$ cat src/rtl/core/word_count_rle_decoder_core_macros.svh
// ----------------------------------------------------------------------------
// word_count_rle_decoder_core_macros
// Assertion macros shared by the run-length decoder core.
// ----------------------------------------------------------------------------
`ifndef WORD_COUNT_RLE_DECODER_CORE_MACROS_SVH
`define WORD_COUNT_RLE_DECODER_CORE_MACROS_SVH

`ifndef ASSERT_OFF
// concurrent assertion, quiet while reset is held
`define WCRD_ASSERT(lbl, clk, rst_n, prop, msg) \
  lbl: assert property (@(posedge clk) disable iff (!rst_n) prop) else $error(msg);
// concurrent assertion, also checked while reset is held
`define WCRD_ASSERT_NR(lbl, clk, prop, msg) \
  lbl: assert property (@(posedge clk) prop) else $error(msg);
`else
`define WCRD_ASSERT(lbl, clk, rst_n, prop, msg)
`define WCRD_ASSERT_NR(lbl, clk, prop, msg)
`endif

`endif

$ cat src/rtl/core/wcrd_pkg.sv
// ----------------------------------------------------------------------------
// wcrd_pkg
// Types and constants of the word-count run-length decoder core.
// ----------------------------------------------------------------------------
`default_nettype none

package wcrd_pkg;

  // image size limits and register reset values
  localparam int MAX_WIDTH    = 640;
  localparam int MAX_HEIGHT   = 480;
  localparam int RESET_WIDTH  = 640;
  localparam int RESET_HEIGHT = 480;

  // field widths
  localparam int WIDTH_W  = 10;
  localparam int HEIGHT_W = 9;
  localparam int PIX_W    = 19;
  localparam int CNT_W    = 16;
  localparam int BYTE_W   = 8;

  // configuration register indexes
  typedef enum logic [0:0] {
    CFG_IMAGE_WIDTH  = 1'b0,
    CFG_IMAGE_HEIGHT = 1'b1
  } cfg_idx_e;

  // record parsing phase, one-hot
  typedef enum logic [3:0] {
    PH_LOW     = 4'b0001,
    PH_HIGH    = 4'b0010,
    PH_REPEAT  = 4'b0100,
    PH_LITERAL = 4'b1000
  } phase_e;

  // result status codes
  typedef enum logic [1:0] {
    ST_PIXELS = 2'd0,
    ST_DONE   = 2'd1,
    ST_ERROR  = 2'd2
  } status_e;

  // image geometry as seen by the decoder
  typedef struct packed {
    logic [PIX_W-1:0] total;
    logic             ok;
  } cfg_t;

  // one decoded result
  typedef struct packed {
    logic [BYTE_W-1:0] pixel_value;
    logic [CNT_W-1:0]  run_length;
    logic [PIX_W-1:0]  start_offset;
    status_e           status;
    logic              end_flag;
  } res_t;

endpackage

`default_nettype wire

$ cat src/rtl/core/wcrd_cfg.sv
// ----------------------------------------------------------------------------
// wcrd_cfg
// Image size registers with the pixel total and range check kept alongside.
// ----------------------------------------------------------------------------
`default_nettype none

module wcrd_cfg
  import wcrd_pkg::*;
(
  input  wire logic               clk_i,
  input  wire logic               rst_ni,
  input  wire logic               cfg_we_i,
  input  wire logic [0:0]         cfg_idx_i,
  input  wire logic [WIDTH_W-1:0] cfg_data_i,
  output cfg_t                    cfg_o
);

  logic [WIDTH_W-1:0]  width_q, width_d;
  logic [HEIGHT_W-1:0] height_q, height_d;
  logic [PIX_W-1:0]    total_q, total_d;
  logic                ok_q, ok_d;

  // next register values for a write
  always_comb begin
    width_d  = width_q;
    height_d = height_q;
    case (cfg_idx_e'(cfg_idx_i))
      CFG_IMAGE_WIDTH:  width_d  = cfg_data_i;
      CFG_IMAGE_HEIGHT: height_d = cfg_data_i[HEIGHT_W-1:0];
      default: ;
    endcase
    total_d = PIX_W'(width_d) * PIX_W'(height_d);
    ok_d    = (width_d != '0) && (width_d <= WIDTH_W'(MAX_WIDTH)) &&
              (height_d != '0) && (height_d <= HEIGHT_W'(MAX_HEIGHT));
  end

  // registers, total and check updated with the write
  always_ff @(posedge clk_i or negedge rst_ni) begin
    if (!rst_ni) begin
      width_q  <= WIDTH_W'(RESET_WIDTH);
      height_q <= HEIGHT_W'(RESET_HEIGHT);
      total_q  <= PIX_W'(RESET_WIDTH * RESET_HEIGHT);
      ok_q     <= 1'b1;
    end else if (cfg_we_i) begin
      width_q  <= width_d;
      height_q <= height_d;
      total_q  <= total_d;
      ok_q     <= ok_d;
    end
  end

  assign cfg_o.total = total_q;
  assign cfg_o.ok    = ok_q;

endmodule

`default_nettype wire

$ cat src/rtl/core/wcrd_dec.sv
// ----------------------------------------------------------------------------
// wcrd_dec
// Record parser: count bytes, repeat and literal runs, fill and error checks.
// ----------------------------------------------------------------------------
`default_nettype none

module wcrd_dec
  import wcrd_pkg::*;
(
  input  wire logic              clk_i,
  input  wire logic              rst_ni,
  input  wire logic              step_i,
  input  wire logic [BYTE_W-1:0] data_i,
  input  wire logic              last_i,
  input  wire cfg_t              cfg_i,
  output logic                   res_valid_o,
  output res_t                   res_o
);

  phase_e             phase_q, phase_d;
  logic [BYTE_W-1:0]  low_q, low_d;
  logic [CNT_W-1:0]   pend_q, pend_d;
  logic [PIX_W-1:0]   pw_q, pw_d;
  logic               err_q, err_d;

  logic [CNT_W-1:0]   cnt;
  logic               neg;
  logic [CNT_W-1:0]   cnt_len;
  logic [PIX_W:0]     total_x;
  logic [PIX_W:0]     hi_sum;
  logic [PIX_W:0]     rep_sum;
  logic [CNT_W-1:0]   lit_len;
  logic [PIX_W-1:0]   lit_sum;
  logic               fail;
  logic               clear;

  // count decode and run arithmetic
  always_comb begin
    cnt     = {data_i, low_q};
    neg     = (cnt == '0) || cnt[CNT_W-1];
    cnt_len = neg ? (CNT_W'(0) - cnt) : cnt;
    total_x = {1'b0, cfg_i.total};
    hi_sum  = {1'b0, pw_q} + (PIX_W+1)'(cnt_len);
    rep_sum = {1'b0, pw_q} + (PIX_W+1)'(pend_q);
    lit_len = (pend_q != '0) ? (pend_q - CNT_W'(1)) : '0;
    lit_sum = pw_q + PIX_W'(1);
  end

  // per-byte next state and result
  always_comb begin
    phase_d     = phase_q;
    low_d       = low_q;
    pend_d      = pend_q;
    pw_d        = pw_q;
    err_d       = err_q;
    fail        = 1'b0;
    clear       = 1'b0;
    res_valid_o = 1'b0;
    res_o       = '{pixel_value: '0, run_length: '0, start_offset: pw_q,
                    status: ST_PIXELS, end_flag: 1'b0};
    if (step_i) begin
      if (err_q) begin
        // discard until the body ends
        clear = last_i;
      end else if (!cfg_i.ok) begin
        fail = 1'b1;
      end else begin
        case (phase_q)
          PH_LOW: begin
            if ((pw_q >= cfg_i.total) || last_i) begin
              fail = 1'b1;
            end else begin
              low_d   = data_i;
              phase_d = PH_HIGH;
            end
          end
          PH_HIGH: begin
            if (last_i || (hi_sum > total_x)) begin
              fail = 1'b1;
            end else begin
              pend_d  = cnt_len;
              phase_d = neg ? PH_REPEAT : PH_LITERAL;
            end
          end
          PH_REPEAT: begin
            if (last_i && (rep_sum != total_x)) begin
              fail = 1'b1;
            end else begin
              pw_d    = rep_sum[PIX_W-1:0];
              pend_d  = '0;
              phase_d = PH_LOW;
              res_o.pixel_value = (pend_q != '0) ? data_i : '0;
              res_o.run_length  = pend_q;
              if (last_i) begin
                res_valid_o    = 1'b1;
                res_o.status   = ST_DONE;
                res_o.end_flag = 1'b1;
                clear          = 1'b1;
              end else begin
                // a zero repeat gives no result
                res_valid_o = (pend_q != '0);
              end
            end
          end
          PH_LITERAL: begin
            if (last_i && ((lit_len != '0) || (lit_sum != cfg_i.total))) begin
              fail = 1'b1;
            end else begin
              pw_d   = lit_sum;
              pend_d = lit_len;
              if (lit_len == '0) begin
                phase_d = PH_LOW;
              end
              res_valid_o       = 1'b1;
              res_o.pixel_value = data_i;
              res_o.run_length  = CNT_W'(1);
              if (last_i) begin
                res_o.status   = ST_DONE;
                res_o.end_flag = 1'b1;
                clear          = 1'b1;
              end
            end
          end
          default: begin
            phase_d = PH_LOW;
          end
        endcase
      end
    end

    // error report
    if (fail) begin
      res_valid_o = 1'b1;
      res_o       = '{pixel_value: '0, run_length: '0, start_offset: pw_q,
                      status: ST_ERROR, end_flag: 1'b1};
      if (last_i) begin
        clear = 1'b1;
      end else begin
        err_d = 1'b1;
      end
    end

    // back to the start of an image
    if (clear) begin
      phase_d = PH_LOW;
      low_d   = '0;
      pend_d  = '0;
      pw_d    = '0;
      err_d   = 1'b0;
    end
  end

  // parser state
  always_ff @(posedge clk_i or negedge rst_ni) begin
    if (!rst_ni) begin
      phase_q <= PH_LOW;
      low_q   <= '0;
      pend_q  <= '0;
      pw_q    <= '0;
      err_q   <= 1'b0;
    end else begin
      phase_q <= phase_d;
      low_q   <= low_d;
      pend_q  <= pend_d;
      pw_q    <= pw_d;
      err_q   <= err_d;
    end
  end

endmodule

`default_nettype wire

$ cat src/rtl/core/wcrd_out.sv
// ----------------------------------------------------------------------------
// wcrd_out
// Result register driving the master stream.
// ----------------------------------------------------------------------------
`default_nettype none

module wcrd_out
  import wcrd_pkg::*;
(
  input  wire logic        clk_i,
  input  wire logic        rst_ni,
  input  wire logic        load_i,
  input  wire res_t        res_i,
  output logic             free_o,
  output logic             m_axis_tvalid,
  input  wire logic        m_axis_tready,
  output logic [47:0]      m_axis_tdata,   // pixel_value, run_length, start_offset
  output logic [1:0]       m_axis_tuser,   // status
  output logic             m_axis_tlast    // end_flag
);

  logic valid_q, valid_d;
  res_t res_q;

  // register is free when empty or being drained
  assign free_o = !valid_q || m_axis_tready;

  always_comb begin
    if (load_i) begin
      valid_d = 1'b1;
    end else if (m_axis_tready) begin
      valid_d = 1'b0;
    end else begin
      valid_d = valid_q;
    end
  end

  always_ff @(posedge clk_i or negedge rst_ni) begin
    if (!rst_ni) begin
      valid_q <= 1'b0;
    end else begin
      valid_q <= valid_d;
    end
  end

  // payload, no reset
  always_ff @(posedge clk_i) begin
    if (load_i) begin
      res_q <= res_i;
    end
  end

  assign m_axis_tvalid = valid_q;
  assign m_axis_tdata  = {5'b0, res_q.start_offset, res_q.run_length, res_q.pixel_value};
  assign m_axis_tuser  = res_q.status;
  assign m_axis_tlast  = res_q.end_flag;

endmodule

`default_nettype wire

$ cat src/rtl/core/word_count_rle_decoder_core.sv
// ----------------------------------------------------------------------------
// word_count_rle_decoder_core
// Decodes a 16-bit count run-length image body into pixel runs.
// ----------------------------------------------------------------------------
//  channel   | direction | payload
//  s_axis    | in        | tdata = data_byte, tlast = last_byte
//  m_axis    | out       | tdata = pixel_value/run_length/start_offset,
//            |           | tuser = status, tlast = end_flag
//  cfg       | in        | write only: image_width (0), image_height (1)
//
//  one byte per cycle sustained while m_axis is not stalled; a byte's result
//  passes from the input register through the parser into the result register
//  the parser advances whenever the result register is empty or drained,
//  so a stalled m_axis holds at most one byte in the input register
//  reset clears all control state at once; no clearing pass
// ----------------------------------------------------------------------------
`default_nettype none

`include "word_count_rle_decoder_core_macros.svh"

module word_count_rle_decoder_core
  import wcrd_pkg::*;
(
  input  wire logic               clk_i,
  input  wire logic               rst_ni,
  // compressed body
  input  wire logic               s_axis_tvalid,
  output logic                    s_axis_tready,
  input  wire logic [7:0]         s_axis_tdata,   // data_byte
  input  wire logic               s_axis_tlast,   // last_byte
  // pixel runs
  output logic                    m_axis_tvalid,
  input  wire logic               m_axis_tready,
  output logic [47:0]             m_axis_tdata,   // pixel_value, run_length, start_offset
  output logic [1:0]              m_axis_tuser,   // status
  output logic                    m_axis_tlast,   // end_flag
  // configuration
  input  wire logic               cfg_we_i,
  input  wire logic [0:0]         cfg_idx_i,
  input  wire logic [WIDTH_W-1:0] cfg_data_i
);

  logic              in_valid_q, in_valid_d;
  logic [BYTE_W-1:0] in_data_q;
  logic              in_last_q;
  logic              out_free;
  logic              step;
  logic              res_valid;
  res_t              res;
  cfg_t              cfg;

  // input register
  assign step          = in_valid_q && out_free;
  assign s_axis_tready = !in_valid_q || out_free;

  always_comb begin
    if (s_axis_tvalid && s_axis_tready) begin
      in_valid_d = 1'b1;
    end else if (step) begin
      in_valid_d = 1'b0;
    end else begin
      in_valid_d = in_valid_q;
    end
  end

  always_ff @(posedge clk_i or negedge rst_ni) begin
    if (!rst_ni) begin
      in_valid_q <= 1'b0;
    end else begin
      in_valid_q <= in_valid_d;
    end
  end

  always_ff @(posedge clk_i) begin
    if (s_axis_tvalid && s_axis_tready) begin
      in_data_q <= s_axis_tdata;
      in_last_q <= s_axis_tlast;
    end
  end

  // image geometry
  wcrd_cfg u_cfg (
    .clk_i      (clk_i),
    .rst_ni     (rst_ni),
    .cfg_we_i   (cfg_we_i),
    .cfg_idx_i  (cfg_idx_i),
    .cfg_data_i (cfg_data_i),
    .cfg_o      (cfg)
  );

  // record parser
  wcrd_dec u_dec (
    .clk_i       (clk_i),
    .rst_ni      (rst_ni),
    .step_i      (step),
    .data_i      (in_data_q),
    .last_i      (in_last_q),
    .cfg_i       (cfg),
    .res_valid_o (res_valid),
    .res_o       (res)
  );

  // result register
  wcrd_out u_out (
    .clk_i         (clk_i),
    .rst_ni        (rst_ni),
    .load_i        (step && res_valid),
    .res_i         (res),
    .free_o        (out_free),
    .m_axis_tvalid (m_axis_tvalid),
    .m_axis_tready (m_axis_tready),
    .m_axis_tdata  (m_axis_tdata),
    .m_axis_tuser  (m_axis_tuser),
    .m_axis_tlast  (m_axis_tlast)
  );

  // checks
  `WCRD_ASSERT(a_end_matches_status, clk_i, rst_ni, m_axis_tvalid |-> (m_axis_tlast == (m_axis_tuser != ST_PIXELS)), "end flag and status disagree")
  `WCRD_ASSERT(a_error_no_pixels, clk_i, rst_ni, (m_axis_tvalid && (m_axis_tuser == ST_ERROR)) |-> (m_axis_tdata[23:8] == 16'd0), "error result carries pixels")
  `WCRD_ASSERT(a_pixel_run_nonzero, clk_i, rst_ni, (m_axis_tvalid && (m_axis_tuser == ST_PIXELS)) |-> (m_axis_tdata[23:8] != 16'd0), "empty pixel run reported")
  `WCRD_ASSERT_NR(a_no_result_in_reset, clk_i, !rst_ni |-> !m_axis_tvalid, "result shown during reset")

endmodule

`default_nettype wire
$ cat config.mk
export PLATFORM = sky130hd
export DESIGN_NAME = word_count_rle_decoder_core
export DESIGN_NICKNAME = d
export VERILOG_FILES = /design/src/rtl/core/wcrd_pkg.sv /design/src/rtl/core/wcrd_cfg.sv /design/src/rtl/core/wcrd_dec.sv /design/src/rtl/core/wcrd_out.sv /design/src/rtl/core/word_count_rle_decoder_core.sv
export VERILOG_INCLUDE_DIRS = /design/src /design/src/rtl/core
export SDC_FILE = /design/constraint.sdc
export NUM_CORES = 1
export LEC_CHECK = 0
export BUFFER_PORTS_ARGS = -buffer_cell sky130_fd_sc_hd__buf_2
export CAP_MARGIN = 20
export CORE_UTILIZATION = 45
export CTS_BUF_LIST = sky130_fd_sc_hd__clkbuf_4
export CTS_CLUSTER_DIAMETER = 50
export DETAILED_ROUTE_END_ITERATION = 10
export GPL_TIMING_DRIVEN = 1
export PLACE_DENSITY_LB_ADDON = 0.08
export SYNTH_ARGS = -nofsm -noshare
export SYNTH_HDL_FRONTEND = slang
export SYNTH_SLANG_ARGS = --single-unit
$ cat constraint.sdc
create_clock -name clk_i -period 22.7 [get_ports clk_i]
set_clock_uncertainty 0.1 [all_clocks]
set_input_delay 3.405 -clock clk_i [delete_from_list [all_inputs] [get_ports clk_i]]
set_output_delay 3.405 -clock clk_i [all_outputs]
set_load 0.1 [all_outputs]
After elaboration in Yosys (flattened, before gate mapping)
Index checks and enable logic that the tools add are counted.
{ "totals": {"in_bits": 25, "elab_cells": 160, "reg_bits": 144, "output_inout_bits": 53} }
{ "op_classes": {"mul": 1, "magnitude_cmp": 4, "addsub": 5, "eq_ne": 14, "mux": 79, "n_reduce_logical": 36, "n_bitwise": 2} }
{ "ops": {"columns": ["op", "count"], "rows": [
  ["16-bit 2-to-1 mux", 9],
  ["19-bit 2-to-1 mux", 6],
  ["8-bit 2-to-1 mux", 7],
  ["24-bit 2-to-1 mux", 2],
  ["16-bit one-hot mux with 3 select lines", 1],
  ["24-bit one-hot mux with 2 select lines", 1],
  ["19-bit by 16-bit adder with 20-bit output", 2],
  ["4-bit 2-to-1 mux", 10],
  ["19-bit one-hot mux with 2 select lines", 1],
  ["16-bit zero test", 2],
  ["16-bit nonzero test", 2],
  ["1-bit 2-to-1 mux", 29],
  ["20-bit by 19-bit greater-than comparator with 1-bit output", 1],
  ["20-bit by 19-bit != test with 1-bit output", 1],
  ["19-bit by 1-bit adder with 19-bit output (second input constant)", 1],
  ["19-bit >= comparator", 1],
  ["10-bit by 9-bit multiplier with 19-bit output", 1],
  ["19-bit != test", 1],
  ["4-bit one-hot mux with 4 select lines", 1],
  ["1-bit by 16-bit subtractor with 16-bit output (first input constant)", 1],
  ["16-bit by 1-bit subtractor with 16-bit output (second input constant)", 1],
  ["3-bit 2-to-1 mux", 4],
  ["3-bit by 2-bit != test with 1-bit output (second input constant)", 4],
  ["2-bit nonzero test", 6],
  ["other kinds (29)", 46]
]} }

Depth between registers and ports, before layout
{ "depth": {"ltp_word": 14, "ltp_mapped": 34, "ltp_nobuf": 32} }

Modules after synthesis
Synthesis repeated with hierarchy kept, for this count alone.
{ "unflattened": {"cells_unflattened": 1645, "area_unflattened_um2": 14425.1} }
{ "modules_own_cells": {"columns": ["mod", "n_inst", "area_each_um2", "cells_per_inst", "seq_area_each_um2"], "rows": [
  ["wcrd_dec", 1, 7923.8, 1063, 1202.4],
  ["wcrd_cfg", 1, 4694.5, 512, 989.7],
  ["wcrd_out", 1, 1470.2, 55, 1406.3],
  ["word_count_rle_decoder_core", 1, 336.6, 15, 295.3]
]} }

Worst setup path before layout
OpenSTA, ideal clock, no wires.
{ "synth_timing": {"kind": "input to register", "start": "input port cfg_idx_i", "end": "register u_cfg.total_q[17]", "setup_slack_ps": 13863, "setup_time_ps": 135, "stages": 22, "path_buffers": 3, "required_time_ps": 22465, "arrival_time_ps": 8601, "path_cell_list": "buf_1 clkbuf_1 mux2i_1 clkbuf_1 nor2_1 fa_1 fa_1 inv_1 fa_1 fa_1 inv_1 ha_1 inv_1 o21bai_1 a21oi_1 o21bai_1 a21oi_1 o21a_1 a21oi_1 a21oi_1 xor2_1 mux2i_1"} }
{ "synth_via": {"elab_chain_len": 2, "elab_cells_between_ends": 3, "cone_classes": "mul: 1; mux: 2"} }
{ "synth_lines": {"columns": ["item", "line_no", "source"], "rows": [
  ["start, declared", "word_count_rle_decoder_core.sv:39", "input wire logic [0:0] cfg_idx_i,"],
  ["10-bit 2-to-1 mux or 9-bit 2-to-1 mux (tied branches)", "wcrd_cfg.sv:27", "case (cfg_idx_e'(cfg_idx_i))"],
  ["10-bit by 9-bit multiplier with 19-bit output (*)", "wcrd_cfg.sv:32", "total_d = PIX_W'(width_d) * PIX_W'(height_d);"],
  ["end signal, assigned", "wcrd_cfg.sv:42", "total_q <= PIX_W'(RESET_WIDTH * RESET_HEIGHT);"],
  ["end signal, assigned", "wcrd_cfg.sv:47", "total_q <= total_d;"],
  ["end, declared", "wcrd_cfg.sv:20", "logic [PIX_W-1:0] total_q, total_d;"]
]} }
Every way passes the cells marked *; elsewhere a longest branch is shown, timed or not.
A chain may end at the register's enable or synchronous reset.

Final worst setup path
Ends and elaborated chain as after synthesis.

==> results.toml <==
[clock_tree]
root_buffer = "clkbuf_4"
numClockSinks = 144
cts.clk_slew.worst_paths_ns = 0.15
cts_resized = 0
clk_path_buf_depth = 2
cts_tree = "built"
clk_latency_ns = 0.66
h-tree-depth = 4
ctsHoldBuffers = 0
cts_buffers = 17
cts_setup_buffers = 0

[global_route]
grt_most_used_layer = "met1"
antenna_found_initial = 2
met1_usage_pct = 39.56
grt_first_pass_wirelength_um = 61740
overflow = 0
grt_max_degree = 76
globalRouteMet3Util_pct = 4.569
use_met2_pct = 38.86
grt_usage_pct = 26.31
grt_pass1_vias = 10820

[finish]
drive_gt1_share_pct = 11.44
ff_latch_area_sq_um = 3894
fin_nets = 1758
multi_input_area_sq_um = 8848
syn2layout_area_growth_pct = 6.610
postLayoutCoreUtil_pct = 48.68
nFillCells = 2852

[timing]
drv_slew = 0
tns_ns = 0
whs_ns = 0.4098
setup_viol = 0
slew_headroom_pct = 26.35
fin_crit_sh_pct = 38.21
hold_viol_final = 0
layout_setup_ws_ns = 14.03
tightest_slew_ns = 1.104
period_minus_slack_ns = 8.674
rsz0062_at_grt = "false"
max_freq_mhz = 115.3

[drt]
wl_per_cell_um = 19.71
drt_first_pass_iters = 6
finalWirelength_um = 38750
viasPerCell = 5.831
drt_iter0_drc = 1239
via_count = 11460
route.detailed.drc = 0
detail-route-antenna-nets = 0

[floorplan]
die_w_um = 175.2
num_io_pins = 78
start_util_pct = 45.66
die_h_um = 175.2
core_area_sq_um = 29560
dieArea_sq_um = 30690
rows = 63

[synthesis]
synth_top_family_by_area = "adder cells"
synth.most_common_cell = "nor2_1"
synth_xor_area_share_pct = 6.748
muxShareOfSynthArea_pct = 3.013
synth_common_cells = "nor2_1, a21oi_1, nand2_1, ha_1, inv_1"
syn-cell-area_sq_um = 13500
async_flop_share_pct = 61.81
synth_edf_count = 55
synth_warnings = 0
synth-simple-area-share_pct = 18.74
yosysUniqueCellTypes = 91
synth_seq_cells = 144
yosysSeqAreaShare_pct = 28.85
synthAdderAreaFrac_pct = 19.23
avgSynthCellArea_sq_um = 8.816
netlist.area_leader.share_pct = 14.28
synth_top_area_cell = "dfrtp_1"
yosys-top-cells-area = "dfrtp_1, edfxtp_1, ha_1"
synth-compound-area-share_pct = 17.51
synth_flop_cell = "dfrtp_1"
syn_inst = 1531

[setup_path]
cp.arrival_ns = 9.08
critPathLaunchType = "input pin"
end_kind = "flip-flop"
path_max_fanout = 31
path_class = "input pin to flip-flop"
worst_ep_required_time_ns = 23.11

[power_and_ir_drop]
finalPower_w = 0.001717
power.density_nw_per_um2 = 119.3
p_leak_nw = 6.336
peakVddDrop_mv = 0.1033

[place]
pre_cts_ws_ns = 13.44
dpl.hpwl_um = 29090
routabilityCongestion = 0.9077
numPortBuffers = 72

[worst_hold_path]
hp-class = "flip-flop to flip-flop"

[run_status]
outcome = "finished clean"

[run]
maxCapViolCount = 0
worst max-delay path, stage by stage:
cell and delay, ns:
buf_2 0.63, mux2i_1 0.94, nor2_1 0.17, fa_1 0.47
fa_1 0.54, inv_1 0.05, fa_1 0.46, fa_1 0.54
inv_1 0.04, ha_1 0.31, inv_1 0.08, o21bai_1 0.08
a21oi_1 0.23, o21bai_1 0.09, a21oi_1 0.32, o21a_1 0.22
a21oi_1 0.08, a21oi_1 0.18, xor2_1 0.16, mux2i_1 0.08
metrics by stage:
stage	instance area, sq um	instances
2_1_floorplan	13510	1535
3_3_place_gp	14110	1932
3_5_place_dp	14110	1932
4_1_cts	14390	1964
5_1_grt	14390	1966
6_report	14390	1966
path summary, 6_finish.rpt:
check / startpoint / endpoint / slack, ns / cells after the start
max reg2reg: u_dec.low_q[0] / u_out.m_axis_tdata[3] / 14.18 / 31
min: u_cfg.width_q[7] / u_cfg.width_q[7] / 0.41 / 2
max in group asynchronous: rst_ni / u_cfg.total_q[17] / 18.70 / 2
min reg2reg: u_cfg.width_q[7] / u_cfg.width_q[7] / 0.41 / 2
max: cfg_idx_i / u_cfg.total_q[17] / 14.03 / 20
min in group asynchronous: rst_ni / u_dec.pw_q[12] / 2.61 / 1
cells by family after synthesis:
family                   Yosys count
XOR/XNOR                         104
AO/OA/AOI/OAI                    366
other                              1
multiplexers                      39
adder cells (fa/ha/maj)          172
flip-flops                       144
buffers and inverters            188
AND/OR/NAND/NOR                  517
registers in the layout (all words and copies together), names as in the netlist, 2 cells and up:
register            flops
u_cfg.width_q          10
u_dec.phase_q           4
u_cfg.height_q          9
u_dec.pend_q           16
u_dec.low_q             8
u_cfg.total_q          19
u_dec.pw_q             19
u_out.m_axis_tdata     43
in_data_q               8
u_out.m_axis_tuser      2
area by class of cell:
type | instances | area share, %
clock buffer | 17 | 0.8869
tap | 390 | 3.391
multi-input combinational | 1203 | 61.49
timing repair buffer | 86 | 3.252
antenna | 2 | 0.03478
clock inverter | 15 | 1.043
sequential | 144 | 27.06
inverter | 109 | 2.843
placed cells by master, fill, tap and decap left out, types with 13 or more instances in the layout:
master      n
clkbuf_4   17
nor3_1     44
nand2_1   125
o31ai_1    29
fa_1       59
mux2_2     13
xnor2_1    72
a21oi_1   130
dfrtp_1    77
o21ai_0    75
nand3_1    50
inv_1     109
a21o_1     18
edfxtp_1   55
nor2_1    147
xor2_1     32
ha_1      113
mux2i_1    26
or3_1      13
nand4_1    18
and2_1     34
nand2b_1   13
buf_2      71
buf_4      15
per-layer routing:
layer | part of all wire (%) | vias to the layer above
met5 | 0 | -
li1 | - | 5473
met4 | 1.3 | 0
met2 | 43 | 356
met3 | 6.2 | 34
met1 | 49 | 5600
report_power, final:
part           internal, W  total (W)  switching, W
registers         0.000332   0.000379     0.0000463
logic             0.000453    0.00116      0.000712
clock network    0.0000578   0.000174      0.000116
total             0.000843    0.00172      0.000874
Note: power is estimated with default switching activity, not from simulation.
